<file path="src/hw/rtl/fxa_pkg.sv">
// Shared types, constants and helpers for the fixed-point ALU.
// No dependencies; used by every module of the block.
package fxa_pkg;

  localparam int DataW    = 32;
  localparam int MaxWidth = 32;
  localparam int DivBits  = 65;
  localparam int WidthW   = 7;
  localparam int FracW    = 6;
  localparam int ShiftW   = 7;

  typedef enum logic [1:0] {
    FUNC_ADD = 2'd0,
    FUNC_SUB = 2'd1,
    FUNC_MUL = 2'd2,
    FUNC_DIV = 2'd3
  } func_t;

  typedef enum logic [1:0] {
    RND_ZERO = 2'd0,
    RND_EVEN = 2'd1,
    RND_POS  = 2'd2,
    RND_NEG  = 2'd3
  } rnd_t;

  typedef enum logic [1:0] {
    CFG_INT_BITS  = 2'd0,
    CFG_FRAC_BITS = 2'd1,
    CFG_RND_MODE  = 2'd2,
    CFG_NONE      = 2'd3
  } cfg_idx_t;

  typedef struct packed {
    logic [WidthW-1:0] width;
    logic [FracW-1:0]  frac;
    rnd_t              mode;
  } fxa_cfg_t;

  typedef struct packed {
    logic             valid;
    func_t            func;
    logic             neg;
    logic             invalid;
    logic             dz;
    logic [DataW-1:0] addsub;
  } fxa_sb_t;

  function automatic logic [DataW-1:0] width_mask(input logic [WidthW-1:0] w);
    logic [DataW-1:0] m;
    if (w >= WidthW'(DataW)) begin
      m = '1;
    end else begin
      m = (DataW'(1) << w[4:0]) - DataW'(1);
    end
    return m;
  endfunction

endpackage

</file>
<file path="src/hw/rtl/fxa_prep.sv">
// Front end: operand masking, magnitudes, add/subtract, then product and dividend.
// Depends on fxa_pkg.
module fxa_prep
  import fxa_pkg::*;
(
  input  logic                clk,
  input  logic                rst_n,
  input  fxa_cfg_t            cfg,
  input  logic                in_take,
  input  func_t               in_func,
  input  logic [DataW-1:0]    in_a,
  input  logic [DataW-1:0]    in_b,
  output fxa_sb_t             sb_out,
  output logic [DivBits-1:0]  value_out,
  output logic [DataW-1:0]    mb_out
);

  logic [DataW-1:0]  mask;
  logic [DataW-1:0]  a_m, b_m, ma, mb;
  logic [4:0]        wm1;
  logic              sa, sb;
  fxa_sb_t           sb1_nxt, sb1_r, sb2_r;
  logic [DataW-1:0]  ma1_r, mb1_r, mb2_r;
  logic [2*DataW-1:0] prod;
  logic [DivBits-1:0] dividend, value2_r;
  logic [ShiftW-1:0] sh;

  always_comb begin
    mask = width_mask(cfg.width);
    wm1  = 5'(cfg.width - WidthW'(1));
    a_m  = in_a & mask;
    b_m  = in_b & mask;
    sa   = a_m[wm1];
    sb   = b_m[wm1];
    ma   = sa ? ((~a_m + DataW'(1)) & mask) : a_m;
    mb   = sb ? ((~b_m + DataW'(1)) & mask) : b_m;
    sb1_nxt.valid   = in_take;
    sb1_nxt.func    = in_func;
    sb1_nxt.neg     = sa ^ sb;
    sb1_nxt.invalid = (cfg.width == '0) || (cfg.width > WidthW'(MaxWidth));
    sb1_nxt.dz      = (in_func == FUNC_DIV) && (mb == '0);
    sb1_nxt.addsub  = ((in_func == FUNC_SUB) ? (a_m - b_m) : (a_m + b_m)) & mask;
  end

  always_ff @(posedge clk) begin
    if (!rst_n) begin
      sb1_r.valid <= 1'b0;
    end else begin
      sb1_r.valid <= sb1_nxt.valid;
    end
    sb1_r.func    <= sb1_nxt.func;
    sb1_r.neg     <= sb1_nxt.neg;
    sb1_r.invalid <= sb1_nxt.invalid;
    sb1_r.dz      <= sb1_nxt.dz;
    sb1_r.addsub  <= sb1_nxt.addsub;
    ma1_r         <= ma;
    mb1_r         <= mb;
  end

  always_comb begin
    prod     = {{DataW{1'b0}}, ma1_r} * {{DataW{1'b0}}, mb1_r};
    sh       = ShiftW'(DivBits) - cfg.width;
    dividend = {{(DivBits-DataW){1'b0}}, ma1_r} << sh;
  end

  always_ff @(posedge clk) begin
    if (!rst_n) begin
      sb2_r.valid <= 1'b0;
    end else begin
      sb2_r.valid <= sb1_r.valid;
    end
    sb2_r.func    <= sb1_r.func;
    sb2_r.neg     <= sb1_r.neg;
    sb2_r.invalid <= sb1_r.invalid;
    sb2_r.dz      <= sb1_r.dz;
    sb2_r.addsub  <= sb1_r.addsub;
    value2_r      <= (sb1_r.func == FUNC_DIV) ? dividend : {1'b0, prod};
    mb2_r         <= mb1_r;
  end

  assign sb_out    = sb2_r;
  assign value_out = value2_r;
  assign mb_out    = mb2_r;

endmodule

</file>
<file path="config.mk">
export PLATFORM = sky130hd
export DESIGN_NAME = fxa_prep
export DESIGN_NICKNAME = d
export VERILOG_FILES = /design/src/hw/rtl/fxa_pkg.sv /design/src/hw/rtl/fxa_prep.sv
export SDC_FILE = /design/constraint.sdc
export NUM_CORES = 2
export LEC_CHECK = 0
export BUFFER_PORTS_ARGS = -buffer_cell sky130_fd_sc_hd__buf_2
export CAP_MARGIN = 30
export CORE_MARGIN = 5
export CORE_UTILIZATION = 35
export DETAILED_ROUTE_END_ITERATION = 7
export GPL_ROUTABILITY_DRIVEN = 0
export MAX_ROUTING_LAYER = met4
export REMOVE_ABC_BUFFERS = 1
export SLEW_MARGIN = 5
export SYNTH_ARGS = -nofsm -noshare
export SYNTH_HDL_FRONTEND = slang
export SYNTH_SLANG_ARGS = --single-unit
</file>
<file path="constraint.sdc">
create_clock -name clk -period 25.3 [get_ports clk]
set_input_delay 6.325 -clock clk [delete_from_list [all_inputs] [get_ports clk]]
set_output_delay 6.325 -clock clk [all_outputs]
set_load 0.02 [all_outputs]
</file>
Word level (Yosys, flattened, before mapping)
Index checks and enable logic that the tools add are counted.
- flip-flop bits (word level): 237
- bits in latches: 0
- RAM bits: 0
- bits in read-only memories: 0
- bits of input ports: 84
- output and inout port bits: 135
- word-level logic and storage cells: 54
- memories: 0
- $add $sub $neg: 7
- $mul: 1
- divide/modulo/power cells: 0
- magnitude comparators: 3
- equal/unequal tests: 3
- shift-type cells: 2
- mux-type cells: 9
- bitwise gates (word level): 8
- reductions and logical operators: 4
- operator list (cell ; count):
    32-bit bitwise AND ; 5
    32-bit two-way mux ; 4
    32-bit by 7-bit << shifter with 65-bit output ; 1
    32-bit by 1-bit adder with 32-bit output, second input constant ; 2
    32-bit by 32-bit multiplier with 64-bit output ; 1
    64-bit two-way mux ; 1
    32-bit inverter ; 2
    32-bit adder ; 1
    32-bit logical NOT ; 1
    1-bit by 5-bit << shifter with 32-bit output, first input constant ; 1
    32-bit by 2-bit subtractor with 32-bit output, second input constant ; 1
    32-bit subtractor ; 1
    1-bit binary-select mux with 5-bit select ; 2
    7-bit by 6-bit greater-or-equal comparator with 1-bit output, second input constant ; 1
    7-bit by 6-bit greater-than comparator with 1-bit output, second input constant ; 1
    7-bit logical NOT ; 1
    7-bit subtractor, first input constant ; 1
    5-bit by 6-bit less-than comparator with 1-bit output, second input constant ; 1
    5-bit by 1-bit subtractor with 5-bit output, second input constant ; 1
    2-bit == test, second input constant ; 2
    2-bit by 1-bit == test with 1-bit output, second input constant ; 1
    1-bit two-way mux ; 2
    1-bit logical AND ; 1
    1-bit logical OR ; 1
    1-bit XOR ; 1

Longest topological paths before layout
- word-level depth: 10
- gate-level depth with buffers: 31
- depth with buffers taken out: 29

Worst setup path before layout
OpenSTA, ideal clock, no wires.
- path kind: in2reg
- start: input port cfg[9] (netlist name)
- end: register sb1_r[30] (netlist name)
- library setup time: 121 ps
- data arrival time: 12253 ps
- data required time: 25179 ps
- slack: 12926 ps
- cell stages on the path: 28
- path buffers: 3
- cells stage by stage: buf_1 inv_1 ha_1 buf_2 buf_2 nor2b_1 nand2_1 ha_1 xnor2_1 o21ai_1 o211ai_1 nor3_1 nand3_1 nand2_1 xor2_1 ha_1 a21o_1 a21oi_1 o21ai_0 a2111oi_0 o31ai_1 a31oi_1 a31oi_1 nand4_1 nand4b_1 a211o_1 a21o_1 mux2_2
- RTL lines (item ; RTL line ; text):
    from (decl) ; fxa_prep.sv:8 ; input fxa_cfg_t cfg,
    to (decl) ; fxa_prep.sv:22 ; fxa_sb_t sb1_nxt, sb1_r, sb2_r;

==> run metrics <==
status complete, but fails checks; failing checks design-rule violations; Fmax achieved 69.3 MHz; capturing point of the worst reg2reg path value_out[57]; leading cell type in the layout, fill and taps excluded inv_1; CP peak stage delay 0.94 ns; startpoint of the worst hold path sb1_r[15]; # DRC 1; setup TNS 0 ns; Tightest Pin Transition 1.09 ns; number of H-tree levels 1; clock skew ~0.025 ns; most frequent cells in the layout inv_1 (911), fa_1 (897), nand2_1 (660); RR Startpoint mb1_r[21]; Crit path required time 25.82 ns; Area after DPL 0.0497 sq mm; most used cell, CP ha_1; max cap viols 0; Design Area, Final 0.0507 sq mm; ys flop type dfxtp_1; DRT iter0 DRCs around 3700; worst hold path class reg -> reg; CP delay by family, top compound AO/OA/AOI/OAI gates; clock sink count 237; hpwl dp ~120 mm; RSZ-0062 raised after global routing no; post-layout util 38.1%; gr usage total 23.8%; Post-DRT Antenna Nets 0; multi-input logic area 0.0375 sq mm; first-pass GRT wire length 249 mm; CTS tree yes; number of global-route vias before repair 40000; Worst Setup Start Kind input port; Vias around 38000; Post-Synthesis Cells approximately 5300; CTS buffer count 28; pin count of the biggest net entering global routing 58; cell area after synthesis approximately 0.047 sq mm; core area roughly 0.13 sq mm; I/O pin total 219; Seq/Total Area, Yosys 10.1%; Hold Path Cell Cnt 0; max-slew violations 0; wirelength, routed 164 mm; R2R cell count 28; pre-CTS setup slack 10.65 ns; synth unique cells 106; Setup crit end kind flip-flop; Overflow after GRT 0; hold_buf cts 0; critical path's slowest cell a2111oi_0; Reg area 0.00475 sq mm; relative slew slack 27.1%; crit path max fanout 22; EDFF count, synth 0; Final min period 14.43 ns; final-stage net count 6598; antenna violations before repair 23; Yosys Warn Count 0; Crit path buffers/inverters 2; Initial Utilization 35.2%; post-synthesis average cell area 8.89 sq um; die area 0.141 sq mm; area grow syn2layout 8.26%; Final Hold Fails 0; clk_lat worst skew 0.64 ns; Cell Rows 134; layout cell share with drive strength beyond 1 8.85%; postcts setup bufs 0; die height approximately 380 um; Reg clk slew, reported paths 0.07 ns; Arrival @ worst endpoint 14.95 ns; Crit Path Category in -> reg; Hold EP sb_out[15]; Post-CTS Resized 0; die width 376 um; vias per inst roughly 5.3; clock root buffer clkbuf_16; wire per inst 23.0 um; fin crit share between 50% and 60%; final setup violation count 0; Async SR Flop Fraction 0%; reg2reg setup slack around 16 ns; Clock Path Buffers 3; Fillers 13500; First-pass DRT Iterations 8; Port Buffers 210; final setup margin 10.87 ns; #FFs+latches synth 237
[cells in the mapped netlist (all sizes together), types with 21 or more instances]
| cell type | n | area share [%] |
|---|---|---|
| a31oi | 36 | 0.48 |
| mux2 | 24 | 0.60 |
| nor2b | 34 | 0.45 |
| dfxtp | 237 | 10 |
| a21oi | 128 | 1.4 |
| ha | 303 | 8.1 |
| mux2i | 39 | 0.84 |
| nor2 | 235 | 1.9 |
| and2 | 615 | 8.2 |
| and3 | 23 | 0.32 |
| fa | 897 | 38 |
| o211ai | 21 | 0.34 |
| nand2b | 29 | 0.39 |
| o21ai | 147 | 1.6 |
| nand3 | 50 | 0.53 |
| xor2 | 65 | 1.2 |
| a21o | 55 | 0.88 |
| o22ai | 33 | 0.45 |
| nor3 | 38 | 0.48 |
| nand2 | 662 | 5.3 |
| inv | 911 | 7.3 |
| xnor2 | 103 | 1.9 |
| buf | 40 | 0.52 |
| mux4 | 34 | 1.6 |
| nor4 | 22 | 0.35 |
| clkbuf | 256 | 2.1 |
[cell families (layout without fill, tap and decap cells)]
group,count (synthesis),count (layout),share of synthesized area [%]
DFF,237,237,10.1
and+or+nand+nor,1776,1776,19.0
other,0,19,0
buffers and inverters,1207,1268,9.87
adders and majority gates,1200,1200,46.4
xor gates and xnor gates,168,168,3.14
muxes,97,97,3.08
AOI/OAI and AO/OA,590,590,8.38
[layout make-up]
class	instances	area share, %
inverters	911	6.74
multi-input cells	3831	74.0
clock inverters	21	0.528
diodes	19	0.0937
well taps	1768	4.36
flip-flops and latches	237	9.36
clock buffers	31	1.44
repair buffers	305	3.51
[worst max path at each step]
stage               startpoint        end  slack (ns)  depth (start not counted)
floorplan               cfg[8]  sb1_r[30]       13.30                         25
global placement        cfg[8]  sb1_r[30]       10.67                         25
detailed placement      cfg[8]  sb1_r[30]       10.65                         26
CTS                     cfg[8]  sb1_r[30]       11.27                         26
global route            cfg[8]  sb1_r[30]       10.59                         26
finish                  cfg[8]  sb1_r[30]       10.87                         26
[worst reg2reg max path, delay by kind of cell, from the launching register on]
kind	cells	cell delay, ns
flops	1	0.88
simple gates	7	1.42
buf+inv	5	0.81
xor+xnor	1	0.09
compound gates	6	2.41
fa+ha+maj	9	3.93
[metrics by stage]
stage,hold WS (ns),std cells
CTS,0.319,7103
detailed placement,0.312,7051
floorplan,0.310,4979
global placement,0.312,7047
finish,0.319,7123
global route,0.323,7116
[sequential cells by signal (all words and copies together), names as in the netlist]
register	count
value_out	65
sb1_r	38
sb_out	38
ma1_r	32
mb1_r	32
mb_out	32
[layer usage]
layer | track usage, % | share of wire (%) | vias up
met2 | 36.0 | 44 | 1976
met4 | 9.08 | 4.7 | 0
met5 | - | 0 | -
li1 | - | - | 16400
met3 | 6.35 | 10 | 417
met1 | 30.6 | 41 | 19300
Power is not shown: default switching activity piles up to over one toggle a cycle in this logic, so the estimate is an artifact.
