===== src/hw/rtl/fxa_pkg.sv =====
// Shared types, constants and helpers for the fixed-point ALU.
// No dependencies; used by every module of the block.
package fxa_pkg;

  localparam int DataW    = 32;
  localparam int MaxWidth = 32;
  localparam int DivBits  = 65;
  localparam int WidthW   = 7;
  localparam int FracW    = 6;
  localparam int ShiftW   = 7;

  typedef enum logic [1:0] {
    FUNC_ADD = 2'd0,
    FUNC_SUB = 2'd1,
    FUNC_MUL = 2'd2,
    FUNC_DIV = 2'd3
  } func_t;

  typedef enum logic [1:0] {
    RND_ZERO = 2'd0,
    RND_EVEN = 2'd1,
    RND_POS  = 2'd2,
    RND_NEG  = 2'd3
  } rnd_t;

  typedef enum logic [1:0] {
    CFG_INT_BITS  = 2'd0,
    CFG_FRAC_BITS = 2'd1,
    CFG_RND_MODE  = 2'd2,
    CFG_NONE      = 2'd3
  } cfg_idx_t;

  typedef struct packed {
    logic [WidthW-1:0] width;
    logic [FracW-1:0]  frac;
    rnd_t              mode;
  } fxa_cfg_t;

  typedef struct packed {
    logic             valid;
    func_t            func;
    logic             neg;
    logic             invalid;
    logic             dz;
    logic [DataW-1:0] addsub;
  } fxa_sb_t;

  function automatic logic [DataW-1:0] width_mask(input logic [WidthW-1:0] w);
    logic [DataW-1:0] m;
    if (w >= WidthW'(DataW)) begin
      m = '1;
    end else begin
      m = (DataW'(1) << w[4:0]) - DataW'(1);
    end
    return m;
  endfunction

endpackage


===== src/hw/rtl/fxa_div_stage.sv =====
// One restoring-divide step: shift in one dividend bit, compare, subtract; other functions pass through unchanged.
// Depends on fxa_pkg.
module fxa_div_stage
  import fxa_pkg::*;
(
  input  logic               clk,
  input  logic               rst_n,
  input  fxa_sb_t            sb_in,
  input  logic [DivBits-1:0] value_in,
  input  logic [DataW-1:0]   rem_in,
  input  logic [DataW-1:0]   mb_in,
  output fxa_sb_t            sb_out,
  output logic [DivBits-1:0] value_out,
  output logic [DataW-1:0]   rem_out,
  output logic [DataW-1:0]   mb_out
);

  logic [DataW+1:0]   diff;
  logic               ge, act;
  logic [DivBits-1:0] value_nxt, value_r;
  logic [DataW-1:0]   rem_nxt, rem_r, mb_r;
  fxa_sb_t            sb_r;

  always_comb begin
    act  = (sb_in.func == FUNC_DIV);
    diff = {1'b0, rem_in, value_in[DivBits-1]} - {2'b00, mb_in};
    ge   = !diff[DataW+1];
    if (act) begin
      value_nxt = {value_in[DivBits-2:0], ge};
      rem_nxt   = ge ? diff[DataW-1:0] : {rem_in[DataW-2:0], value_in[DivBits-1]};
    end else begin
      value_nxt = value_in;
      rem_nxt   = rem_in;
    end
  end

  always_ff @(posedge clk) begin
    if (!rst_n) begin
      sb_r.valid <= 1'b0;
    end else begin
      sb_r.valid <= sb_in.valid;
    end
    sb_r.func    <= sb_in.func;
    sb_r.neg     <= sb_in.neg;
    sb_r.invalid <= sb_in.invalid;
    sb_r.dz      <= sb_in.dz;
    sb_r.addsub  <= sb_in.addsub;
    value_r      <= value_nxt;
    rem_r        <= rem_nxt;
    mb_r         <= mb_in;
  end

  assign sb_out    = sb_r;
  assign value_out = value_r;
  assign rem_out   = rem_r;
  assign mb_out    = mb_r;

endmodule


===== config.mk =====
export PLATFORM = sky130hd
export DESIGN_NAME = fxa_div_stage
export DESIGN_NICKNAME = d
export VERILOG_FILES = /design/src/hw/rtl/fxa_pkg.sv /design/src/hw/rtl/fxa_div_stage.sv
export SDC_FILE = /design/constraint.sdc
export NUM_CORES = 1
export LEC_CHECK = 0
export BUFFER_PORTS_ARGS = -buffer_cell sky130_fd_sc_hd__buf_2
export CAP_MARGIN = 25
export CORE_AREA = 2 2 130 132
export CTS_CLUSTER_DIAMETER = 30
export CTS_CLUSTER_SIZE = 30
export DETAILED_ROUTE_END_ITERATION = 12
export DIE_AREA = 0 0 132 134
export PLACE_DENSITY = 0.78
export REMOVE_ABC_BUFFERS = 1
export SLEW_MARGIN = 20
export SYNTH_ARGS = -nofsm -noshare
export SYNTH_HDL_FRONTEND = slang
export SYNTH_SLANG_ARGS = --single-unit

===== constraint.sdc =====
create_clock -name clk -period 6.1 [get_ports clk]
set_clock_uncertainty 0.2 [all_clocks]
set_input_delay 0.61 -clock clk [delete_from_list [all_inputs] [get_ports clk]]
set_output_delay 0.61 -clock clk [all_outputs]
set_load 0.05 [all_outputs]

# Word-level counts from Yosys, hierarchy flattened
# Index checks and enable logic that the tools add are counted.
classes:
  addsub: 1
  eq_ne: 1
  n_mux: 3
  n_reduce_logical: 1
op_table:
  columns: ["cell", "n"]
  rows:
  - ["$mux W65", 1]
  - ["$mux W32", 2]
  - ["$sub A33 B32 Y34", 1]
  - ["$eq A2 B2 Y1 const B", 1]
  - ["$logic_not A1 Y1", 1]
word_totals:
  regBits: 167
  elab_cells: 15

# Depth between registers and ports, before layout
# Gate-level depths: netlist of run 1.
depth:
  word_depth: 3
  depth_mapped: 14
  depth_no_buf: 12

# Least setup slack after synthesis of run 1
# Ideal clock, no wire load.
synth_path:
  path_kind: "in2reg"
  startpoint: "input mb_in[15]"
  endpoint: "register rem_r[24] (netlist: rem_out[24])"
  t_arrival_ps: 2811
  required_time_ps: 5834
  path_slack_ps: 3023
  cell_stages: 12
  path_buffers: 1
  cell_sequence: "inv_1 ha_1 buf_6 a211oi_2 nor2_1 o311a_4 nor3_4 a21oi_2 o31a_1 or4b_1 a31o_1 a21oi_2"
synth_between:
  elab_chain_cells: 3
synth_lines:
  columns: ["element", "line", "text"]
  rows:
  - ["start: declaration", "fxa_div_stage.sv:11", "input logic [DataW-1:0] mb_in,"]
  - ["$sub A33 B32 Y34", "fxa_div_stage.sv:26", "diff = {1'b0, rem_in, value_in[DivBits-1]} - {2'b00, mb_in};"]
  - ["$mux W32", "fxa_div_stage.sv:30", "rem_nxt = ge ? diff[DataW-1:0] : {rem_in[DataW-2:0], value_in[DivBits-1]};"]
  - ["$mux W32", "fxa_div_stage.sv:28", "if (act) begin"]
  - ["named net rem_nxt[24]", "fxa_div_stage.sv:21", "logic [DataW-1:0] rem_nxt, rem_r, mb_r;"]
  - ["end signal: assignment", "fxa_div_stage.sv:49", "rem_r <= rem_nxt;"]
  - ["end: declaration", "fxa_div_stage.sv:21", null]
# The timed path passes the listed nets, and every way through them passes these cells.
# A chain may end at the register's enable or synchronous reset.

# Worst setup path in the final report of run 1
layout_path:
  startpoint: "input rem_in[17]"
  endpoint: "register rem_r[9] (netlist: rem_out[9])"
layout_between:
  elab_chain_cells: 3
layout_lines:
  columns: ["element", "line", "text"]
  rows:
  - ["start: declaration", "fxa_div_stage.sv:10", "input logic [DataW-1:0] rem_in,"]
  - ["$sub A33 B32 Y34", "fxa_div_stage.sv:26", null]
  - ["$mux W32", "fxa_div_stage.sv:30", null]
  - ["$mux W32", "fxa_div_stage.sv:28", null]
  - ["named net rem_nxt[9]", "fxa_div_stage.sv:21", null]
# The timed path passes the listed nets, and every way through them passes these cells.

==> summary.md, run 1 <==
| Metric | Value |
|---|---|
| Synth warn | `0` |
| Netlist cell types | `53` |
| Min-delay worst type | `in -> reg` |
| Max-slew headroom | `0.516` |
| Routed via count | `6166` |
| # IOs | `336` |
| Most common cell after layout, fill and taps aside | `buf_2` |
| Wire per inst | `14.6 µm` |
| WP buf/inv | `2` |
| Hold Buf Count CTS | `0` |
| CTS tree | `built` |
| PortBufs | `335` |
| RSZ-0062 raised after global routing | `no` |
| Final WL | `19200 µm` |
| Final Hold Fails | `0` |
| First-pass GRT wire length | `between 20000 and 30000 µm` |
| Post-synth EDFFs | `0` |
| WP depth | `12` |
| Critical path arrival | `3.40 ns` |
| Die Span Y | `134 µm` |
| CP endpoint kind | `flip-flop` |
| Number of fill cells | `1471` |
| Final #Nets | `1286` |
| Clk pin slew, worst setup/hold paths | `0.07 ns` |
| Layout area overhead | `36.6%` |
| Mapped Cells | `between 700 and 800` |
| Metal1 wirelength | `7910 µm` |
| Core Area | `16300 µm²` |
| Hpwl dp | `approximately 15000 µm` |
| Critical Path Start Type | `input pin` |
| Status | `completed` |
| Synth Area per Inst | `8.71 µm²` |
| Leakage | `4.82 nW` |
| Total track usage | `0.212` |
| Die Wd | `between 100 and 150 µm` |
| WHS Path Cells | `1` |
| CP endpoint | `rem_out[9]$_DFF_P_` |
| Fmax | `302 MHz` |
| Routed vias/inst | `4.68` |
| Post_cts resized | `0` |
| Clk buf depth | `2` |
| Final RePlAce weighted congestion | `roughly 0.86` |
| Seq/Total Area, Yosys | `0.506` |
| Synth Flop Type | `dfxtp_1` |
| Drt drc | `0` |
| Placed cell areas | `8450 µm²` |
| Root Driver | `clkbuf_16` |
| Clock buffer count from CTS | `17` |
| Setup TNS Final | `0 ns` |
| Routed met3 length | `1160 µm` |
| Max VDD drop | `179 µV` |
| CTS Sinks | `167` |
| Tcrit/Tclk final | `0.542` |
| Post-synth ARST share | `0` |
| Vias in the first global route | `5760` |
| H-tree Lvls | `4` |
| Final Cell Area | `9030 µm²` |
| Post-CTS Setup Inserts | `0` |
| Worst-path fanout max | `32` |
| Post-route ant nets | `0` |
| WP data required | `6.19 ns` |
| Die area | `17700 µm²` |
| Final slew viol count | `0` |
| Final setup violation count | `0` |
| Share of layout cells above drive strength 1 | `0.345` |
| Synthesized flop and latch total | `167` |
| Post-Synthesis Cell Area | `about 6600 µm²` |
| Largest net degree at the start of global routing | `74` |
| Slowest CP cell | `buf_4` |
| Met2 routed WL | `9700 µm` |
| Drt first-iter violations | `307` |
| Crit-path cells | `buf_2 -> ha_1 -> a21oi_1 -> o21ai_1 -> a21oi_1 -> nor2_1 -> a211oi_1 -> nand2_1 -> o21ai_4 -> buf_4 -> mux2i_1 -> o21ai_1` |
| Initial antenna violation count | `1` |
| Min Clock Period, post-route | `3.31 ns` |
| GRT overflow | `0` |
| WS Path Type | `in -> reg` |
| Worst Max-Slew Pin Slew | `0.726 ns` |
| CP top delay family | `compound AO/OA/AOI/OAI gates` |
| Pwr/cell area | `334 nW/µm²` |
| Most frequent cells in the layout | `buf_2 (335), nand2_1 (239), dfxtp_1 (167)` |
| Drt pass-1 iters | `4` |
| Post-Route Utilization | `0.554` |
| Starting density of the core | `0.406` |
| Crit. Startpoint | `rem_in[17]` |
| CP peak stage delay | `about 0.48 ns` |
| Rows | `47` |
| MaxCap Viol Count | `0` |
| Highest routed layer | `met4` |
power by group:
part           internal [W]  switching [W]
sequential          0.00117      0.0000196
combinational      0.000224       0.000553
clock              0.000550       0.000494
synth_stat cells, drive strengths merged, types with 2 or more instances:
library cell / count / share of area
a211o: 2 / 0.0027
a211oi: 6 / 0.0076
a21o: 10 / 0.011
a21oi: 30 / 0.024
a31oi: 7 / 0.0066
and2: 4 / 0.0038
buf: 7 / 0.0095
clkbuf: 25 / 0.014
dfxtp: 167 / 0.51
ha: 32 / 0.061
inv: 39 / 0.022
mux2i: 28 / 0.042
nand2: 240 / 0.14
nand2b: 3 / 0.0028
nand3: 3 / 0.0023
nand4: 6 / 0.0057
nor2: 36 / 0.020
nor2b: 4 / 0.0038
nor3: 7 / 0.0070
o2111ai: 2 / 0.0027
o211ai: 2 / 0.0023
o21a: 4 / 0.0045
o21ai: 46 / 0.035
o31a: 2 / 0.0027
o31ai: 2 / 0.0023
or2: 2 / 0.0019
xnor2: 11 / 0.015
xor2: 13 / 0.017
per-layer routing:
layer	track usage	up-vias
met5	0	-
met4	0.0791	0
met3	0.0537	22
met2	0.364	224
met1	0.256	2765
li1	-	3155
worst min-delay path by stage:
stage,startpoint,slack (ns),end
floorplan,mb_in[0],0.44,mb_out[0]$_DFF_P_
global placement,sb_in[13],0.51,sb_out[13]$_DFF_P_
detailed placement,sb_in[31],0.51,sb_out[31]$_DFF_P_
CTS,sb_in[24],0.07,sb_out[24]$_DFF_P_
global route,sb_in[16],0.06,sb_out[16]$_DFF_P_
finish,sb_in[13],0.09,sb_out[13]$_DFF_P_
metrics by stage:
step	hold slack (ns)	power (W)	cells	worst slack, ns
3_5_place_dp	0.514	0.00199	1285	2.37
2_1_floorplan	0.438	0.00178	727	1.32
5_1_grt	0.0584	0.00315	1317	2.40
4_1_cts	0.0654	0.00304	1317	2.82
6_report	0.0885	0.00301	1318	2.79
3_3_place_gp	0.513	0.00198	1285	2.51
cell type report:
cell class | instances | area, µm² | area share
flip-flops and latches | 167 | 3340 | 0.370
clock buffers | 18 | 429 | 0.0475
repair buffers | 338 | 1700 | 0.188
clock inverters | 14 | 151 | 0.0168
inverters | 39 | 146 | 0.0162
multi-input cells | 521 | 2980 | 0.330
well taps | 220 | 275 | 0.0305
diodes | 1 | 2.50 | 0.000277
logic make-up after synthesis:
kind of cell | share of synthesized area
AND/OR/NAND/NOR | 0.193
flip-flops | 0.506
AO/OA/AOI/OAI | 0.117
buffers and inverters | 0.0458
adder cells (fa/ha/maj) | 0.0636
multiplexers | 0.0424
XOR/XNOR | 0.0318
registers in the layout (all words and copies together) (netlist names):
name,count
mb_out,32
value_out,65
rem_out,32
sb_out,38
No activity file was read; power rests on OpenSTA's default activity.
==> run 2: changes to the inputs <==
Settings changed: ABC_AREA set to 1, PLACE_DENSITY 0.78 to 0.85.
Clock period 6.1 ns to 3.25 ns, I/O delays scaled along.
==> summary.md, run 2 <==
| Metric | Value |
|---|---|
| Synth Flop Type | `dfxtp_1 (unchanged)` |
| End of the worst hold path | `rem_out[0]$_DFF_P_ (was sb_out[13]$_DFF_P_)` |
| Most common cell in the synthesized netlist | `nand2_1 (unchanged)` |
| WP data required | `3.36 ns (was 6.19 ns)` |
| Final RePlAce weighted congestion | `0.989 (was 0.862)` |
| Total track usage | `0.358 (was 0.212)` |
| CTS Sinks | `167 (unchanged)` |
| Initial antenna violation count | `3 (was 1)` |
| Setup TNS Final | `0 ns (unchanged)` |
| Routed vias/inst | `4.93 (was 4.68)` |
| Final setup violation count | `0 (unchanged)` |
| First-pass GRT wire length | `49500 µm (was 29800 µm)` |
| Hpwl dp | `19200 µm (was 15100 µm)` |
| H-tree Lvls | `4 (unchanged)` |
| Post_cts resized | `0 (unchanged)` |
| Min-delay worst type | `in -> reg (unchanged)` |
| Final total power | `0.00612 W (was 0.00301 W)` |
| Die Span Y | `134 µm (unchanged)` |
| Critical Path Start Type | `input pin (unchanged)` |
| Wire per inst | `16.5 µm (was 14.6 µm)` |
| Clock buffer count from CTS | `17 (unchanged)` |
| Fmax | `around 350 MHz` |
| Tcrit/Tclk final | `0.869` |
| Clk buf depth | `2 (unchanged)` |
| Area leader, netlist | `dfxtp_1 (unchanged)` |
| RSZ-0062 raised after global routing | `no (unchanged)` |
| Min Clock Period, post-route | `2.82 ns` |
| Root Driver | `clkbuf_16 (unchanged)` |
| PortBufs | `335 (unchanged)` |
| Netlist cell types | `32 (was 53)` |
| Setup ws final | `0.426 ns (was 2.79 ns)` |
| Status | `completed (unchanged)` |
| Leakage | `6.88 nW (was 4.82 nW)` |
| Commonest cells in the synthesized netlist | `nand2_1 (520), inv_1 (171), dfxtp_1 (167) (was nand2_1 (240), dfxtp_1 (167), inv_1 (39))` |
| Most frequent cells in the layout | `nand2_1 (519), buf_2 (335), dlygate4sd3_1 (196) (was buf_2 (335), nand2_1 (239), dfxtp_1 (167))` |
| Synth top area share | `0.436 (was 0.506)` |
| Final WL | `31300 µm (was 19200 µm)` |
| Final Hold Fails | `0 (unchanged)` |
| Max VDD drop | `439 µV (was 179 µV)` |
| Mapped Cells | `1137 (was 759)` |
| Max-slew headroom | `0.356 (was 0.516)` |
| Die area | `17700 µm² (unchanged)` |
| Worst Max-Slew Pin Slew | `0.966 ns (was 0.726 ns)` |
| Largest net degree at the start of global routing | `90 (was 74)` |
| Layout area overhead | `58.0% (was 36.6%)` |
| Drt first-iter violations | `740 (was 307)` |
| Worst-path fanout max | `19 (was 32)` |
| Share of layout cells above drive strength 1 | `0.237 (was 0.345)` |
| Pwr/cell area | `506 nW/µm² (was 334 nW/µm²)` |
| GRT overflow | `0 (unchanged)` |
| MaxCap Viol Count | `0 (unchanged)` |
| Fin cells | `1902 (was 1318)` |
| Inst Count DP | `1671 (was 1285)` |
| Synthesized flop and latch total | `167 (unchanged)` |
| Core Area | `16300 µm² (unchanged)` |
| Post-Synthesis Cell Area | `7660 µm² (was 6610 µm²)` |
| Seq/Total Area, Yosys | `0.436 (was 0.506)` |
| Post-synth ARST share | `0 (unchanged)` |
| Most common cell after layout, fill and taps aside | `nand2_1 (was buf_2)` |
| Final #Nets | `1868 (was 1286)` |
| Synth area leaders | `dfxtp_1 (44%), nand2_1 (25%), inv_1 (8.4%) (was dfxtp_1 (51%), nand2_1 (14%), ha_1 (6.1%))` |
| Largest register FFs | `65 (unchanged)` |
| Synth warn | `0 (unchanged)` |
| Post-route ant nets | `0 (unchanged)` |
| WS Path Type | `in -> reg (unchanged)` |
| CTS tree | `built (unchanged)` |
| Routed via count | `9368 (was 6166)` |
| # IOs | `336 (unchanged)` |
| WHS Path Cells | `3 (was 1)` |
| Final slew viol count | `0 (unchanged)` |
| Synth Area per Inst | `6.74 µm² (was 8.71 µm²)` |
| Die Wd | `132 µm (unchanged)` |
| Number of fill cells | `1156 (was 1471)` |
| Vias in the first global route | `9450 (was 5760)` |
| Rows | `47 (unchanged)` |
| Post-synth EDFFs | `0 (unchanged)` |
| Critical path arrival | `2.93 ns (was 3.40 ns)` |
| CP endpoint kind | `flip-flop (unchanged)` |
| Clk pin slew, worst setup/hold paths | `0.07 ns (about the same)` |
| WHS | `0.0235 ns (was 0.0885 ns)` |
| Starting density of the core | `0.470 (was 0.406)` |
| Drt drc | `0 (unchanged)` |
| Pre-CTS WS | `0.591 ns (was 2.37 ns)` |
| Min-delay src | `rem_in[0] (was sb_in[13])` |
| Drt pass-1 iters | `5 (was 4)` |
## run 2: cell types whose count changed after synthesis, moves of 10 or more
cell,previous run,this run
a21o_1,10,0
nand3_1,3,74
o21ai_1,32,13
inv_1,39,171
o21ai_0,14,4
nand2_1,240,520
nand3b_1,1,11
mux2i_1,28,0
## run 2: timing repair
action / 4_1_cts / 5_1_grt
hold buffers: 196 / 0
endpoints found under the hold margin: 166 / 0
setup buffers: 0 / 0
## run 2: report_power, final
group | internal, W | switching [W]
registers | 0.00220 | 0.0000489
clock network | 0.00105 | 0.00101
logic | 0.000590 | 0.00123
total | 0.00384 | 0.00229
## run 2: layer usage
metal | routed length (µm) | global-route usage | vias up
li1 | - | - | 4490
met4 | 2110 | 0.234 | 4
met2 | 15200 | 0.619 | 516
met1 | 11300 | 0.377 | 4199
met5 | 26 | 0 | -
met3 | 2610 | 0.113 | 159
## run 2: layout make-up
cell class	count	area [µm²]	share of cell area
timing repair buffer	539	3700	0.306
inverter	181	679	0.0561
multi-input combinational	760	3500	0.289
sequential	167	3340	0.276
clock buffer	17	425	0.0351
clock inverter	15	173	0.0143
tap	220	275	0.0227
antenna	3	7.51	0.000620
## run 2: worst max path at each step
stage | startpoint | endpoint | slack (ns) | depth (start not counted)
6_report | mb_in[21] | rem_out[8]$_DFF_P_ | 0.43 | 16
5_1_grt | mb_in[12] | rem_out[8]$_DFF_P_ | 0.23 | 16
4_1_cts | rem_in[22] | rem_out[31]$_DFF_P_ | 0.50 | 15
3_5_place_dp | rem_in[29] | rem_out[31]$_DFF_P_ | 0.59 | 12
3_3_place_gp | rem_in[22] | rem_out[30]$_DFF_P_ | 0.63 | 14
2_1_floorplan | sb_in[36] | rem_out[31]$_DFF_P_ | -1.59 | 6
## run 2: cell families (layout without fill, tap and decap cells)
logic type | count (synthesis) | in the layout | share of synthesized area
flip-flops | 167 | 167 | 0.436
XOR/XNOR | 13 | 13 | 0.0149
buffers and inverters | 210 | 752 | 0.107
AO/OA/AOI/OAI | 37 | 37 | 0.0250
other | 0 | 3 | 0
adder cells (fa/ha/maj) | 33 | 33 | 0.0549
AND/OR/NAND/NOR | 677 | 677 | 0.362
## run 2: worst max-delay path, cell delays in order
cell and delay (ns):
dlygate4sd3_1 0.55, buf_2 0.14, inv_1 0.04, ha_1 0.37
nand2_1 0.11, inv_2 0.07, nand2_1 0.11, inv_2 0.10
a21oi_2 0.08, nor2_2 0.20, nor2_8 0.04, nand2_2 0.36
buf_4 0.24, nand2_1 0.06, nand3_1 0.07, o21ai_1 0.07
## run 2: metrics by stage
step | util | area [µm²]
2_1_floorplan | - | 7520
3_3_place_gp | 0.585 | 9540
3_5_place_dp | 0.585 | 9540
4_1_cts | 0.743 | 12100
5_1_grt | 0.743 | 12100
6_report | 0.743 | 12100
==> run 3: changes to the inputs <==
Settings changed: ABC_AREA 1 to unset, CORE_AREA 2 2 130 132 to 2 2 131 133, DIE_AREA 0 0 132 134 to 0 0 133 135, PLACE_DENSITY 0.85 to 0.77.
==> summary.md, run 3 (synthesis results as in run 1) <==
| Metric | Value |
|---|---|
| Status | `completed (unchanged)` |
| Hpwl dp | `15300 µm (was 19200 µm)` |
| WS Path Type | `in -> reg (unchanged)` |
| Drt first-iter violations | `463 (was 740)` |
| Final setup violation count | `0 (unchanged)` |
| Final RePlAce weighted congestion | `0.847 (was 0.989)` |
| Min-delay src | `rem_in[5] (was rem_in[0])` |
| Share of layout cells above drive strength 1 | `0.309 (was 0.237)` |
| PortBufs | `335 (unchanged)` |
| MaxCap Viol Count | `0 (unchanged)` |
| Root Driver | `clkbuf_16 (unchanged)` |
| H-tree Lvls | `4 (unchanged)` |
| Drt drc | `0 (unchanged)` |
| Layout area overhead | `69.3% (was 58.0%)` |
| Initial antenna violation count | `1 (was 3)` |
| Vias in the first global route | `7498 (was 9450)` |
| Setup ws final | `0.0912 ns (was 0.426 ns)` |
| Final WL | `25800 µm (was 31300 µm)` |
| Die Wd | `133 µm (was 132 µm)` |
| CTS Sinks | `167 (unchanged)` |
| Wire per inst | `16.9 µm (was 16.5 µm)` |
| GRT overflow | `0 (unchanged)` |
| Most common cell after layout, fill and taps aside | `buf_2 (was nand2_1)` |
| Post-route ant nets | `0 (unchanged)` |
| Rows | `47 (unchanged)` |
| Tcrit/Tclk final | `0.972 (was 0.869)` |
| Min Clock Period, post-route | `3.16 ns (was 2.82 ns)` |
| Max VDD drop | `342 µV (was 439 µV)` |
| Largest net degree at the start of global routing | `78 (was 90)` |
| Worst-path fanout max | `8 (was 19)` |
| Max-slew headroom | `0.443 (was 0.356)` |
| Die area | `18000 µm² (was 17700 µm²)` |
| Starting density of the core | `0.403 (was 0.470)` |
| Number of fill cells | `1148 (was 1156)` |
| Largest register FFs | `65 (unchanged)` |
| Pwr/cell area | `540 nW/µm² (was 506 nW/µm²)` |
| Pre-CTS WS | `0.00542 ns (was 0.591 ns)` |
| Die Span Y | `135 µm (was 134 µm)` |
| Crit. Startpoint | `rem_in[7] (was mb_in[21])` |
| Routed via count | `7576 (was 9368)` |
| Most frequent cells in the layout | `buf_2 (335), nand2_1 (238), dlygate4sd3_1 (195) (was nand2_1 (519), buf_2 (335), dlygate4sd3_1 (196))` |
| Clk pin slew, worst setup/hold paths | `0.07 ns (about the same)` |
| Final #Nets | `1494 (was 1868)` |
| Clock buffer count from CTS | `17 (unchanged)` |
| CP endpoint kind | `flip-flop (unchanged)` |
| # IOs | `336 (unchanged)` |
| Inst Count DP | `1292 (was 1671)` |
| Drt pass-1 iters | `5 (unchanged)` |
| Worst Max-Slew Pin Slew | `0.835 ns (was 0.966 ns)` |
| Fmax | `317 MHz (was 354 MHz)` |
| CTS tree | `built (unchanged)` |
| Final slew viol count | `0 (unchanged)` |
| Critical Path Start Type | `input pin (unchanged)` |
| Min-delay worst type | `in -> reg (unchanged)` |
| Routed vias/inst | `4.96 (was 4.93)` |
| Final Hold Fails | `0 (unchanged)` |
| Core Area | `16400 µm² (was 16300 µm²)` |
| WHS | `0.00903 ns (was 0.0235 ns)` |
| WP data required | `3.40 ns (was 3.36 ns)` |
| First-pass GRT wire length | `38000 µm (was 49500 µm)` |
| Fin cells | `1526 (was 1902)` |
| Total track usage | `0.271 (was 0.358)` |
| Clk buf depth | `2 (unchanged)` |
| Leakage | `5.72 nW (was 6.88 nW)` |
| Final Cell Area | `11200 µm² (was 12100 µm²)` |
| Critical path arrival | `3.31 ns (was 2.93 ns)` |
| Placed cell areas | `8540 µm² (was 9540 µm²)` |
[run 3: routing by layer]
layer	global-route usage	vias up	part of all wire
met4	0.197	0	0.065
met2	0.476	407	0.50
met1	0.289	3482	0.37
met3	0.0589	116	0.062
met5	0	-	0
li1	-	3571	-
[run 3: what timing repair did]
| action | 4_1_cts | 5_1_grt |
|---|---|---|
| hold buffers | 195 | 0 |
| endpoints found under the setup margin | 0 | 29 |
| endpoints found under the hold margin | 165 | 0 |
| setup buffers | 0 | 4 |
| resized for setup | 0 | 12 |
[run 3: worst max-delay path, stage by stage]
cell,delay [ns]
dlygate4sd3_1,0.56
buf_2,0.15
ha_2,0.37
nand2_1,0.07
a21oi_1,0.11
o21ai_1,0.13
a211o_1,0.37
a2111o_1,0.42
nand2_2,0.11
o21ai_4,0.12
clkbuf_16,0.21
or2_0,0.19
a31oi_1,0.16
[run 3: cell type report]
| type | count | area (µm²) | share of cell area |
|---|---|---|---|
| Timing Repair Buffer | 546 | 3810 | 0.340 |
| Sequential cell | 167 | 3340 | 0.299 |
| Multi-Input combinational cell | 521 | 3030 | 0.271 |
| Clock buffer | 18 | 439 | 0.0392 |
| Tap cell | 220 | 275 | 0.0246 |
| Clock inverter | 14 | 149 | 0.0133 |
| Inverter | 39 | 146 | 0.0131 |
| Antenna cell | 1 | 2.50 | 0.000224 |
[run 3: stage by stage]
stage               TNS (ns)  total power [W]  utilization
global placement           0          0.00375        0.520
finish                     0          0.00604        0.682
CTS                        0          0.00597        0.675
global route        -0.00782          0.00626        0.682
floorplan             -39.18          0.00334            -
detailed placement         0          0.00377        0.520
[run 3: report_power, final]
part / total (W) / internal (W) / leakage (nW) / switching, W
Clock: 0.00202 / 0.00105 / 0.287 / 0.000968
Combinational: 0.00177 / 0.000631 / 4.03 / 0.00114
Sequential: 0.00225 / 0.00220 / 1.41 / 0.0000437
Total: 0.00604 / 0.00389 / 5.72 / 0.00215
[run 3: final timing paths]
| kind | slack, ns | cells after the start | endpoint |
|---|---|---|---|
| max | 0.09 | 13 | rem_out[1]$_DFF_P_ |
| min | 0.009 | 3 | rem_out[6]$_DFF_P_ |
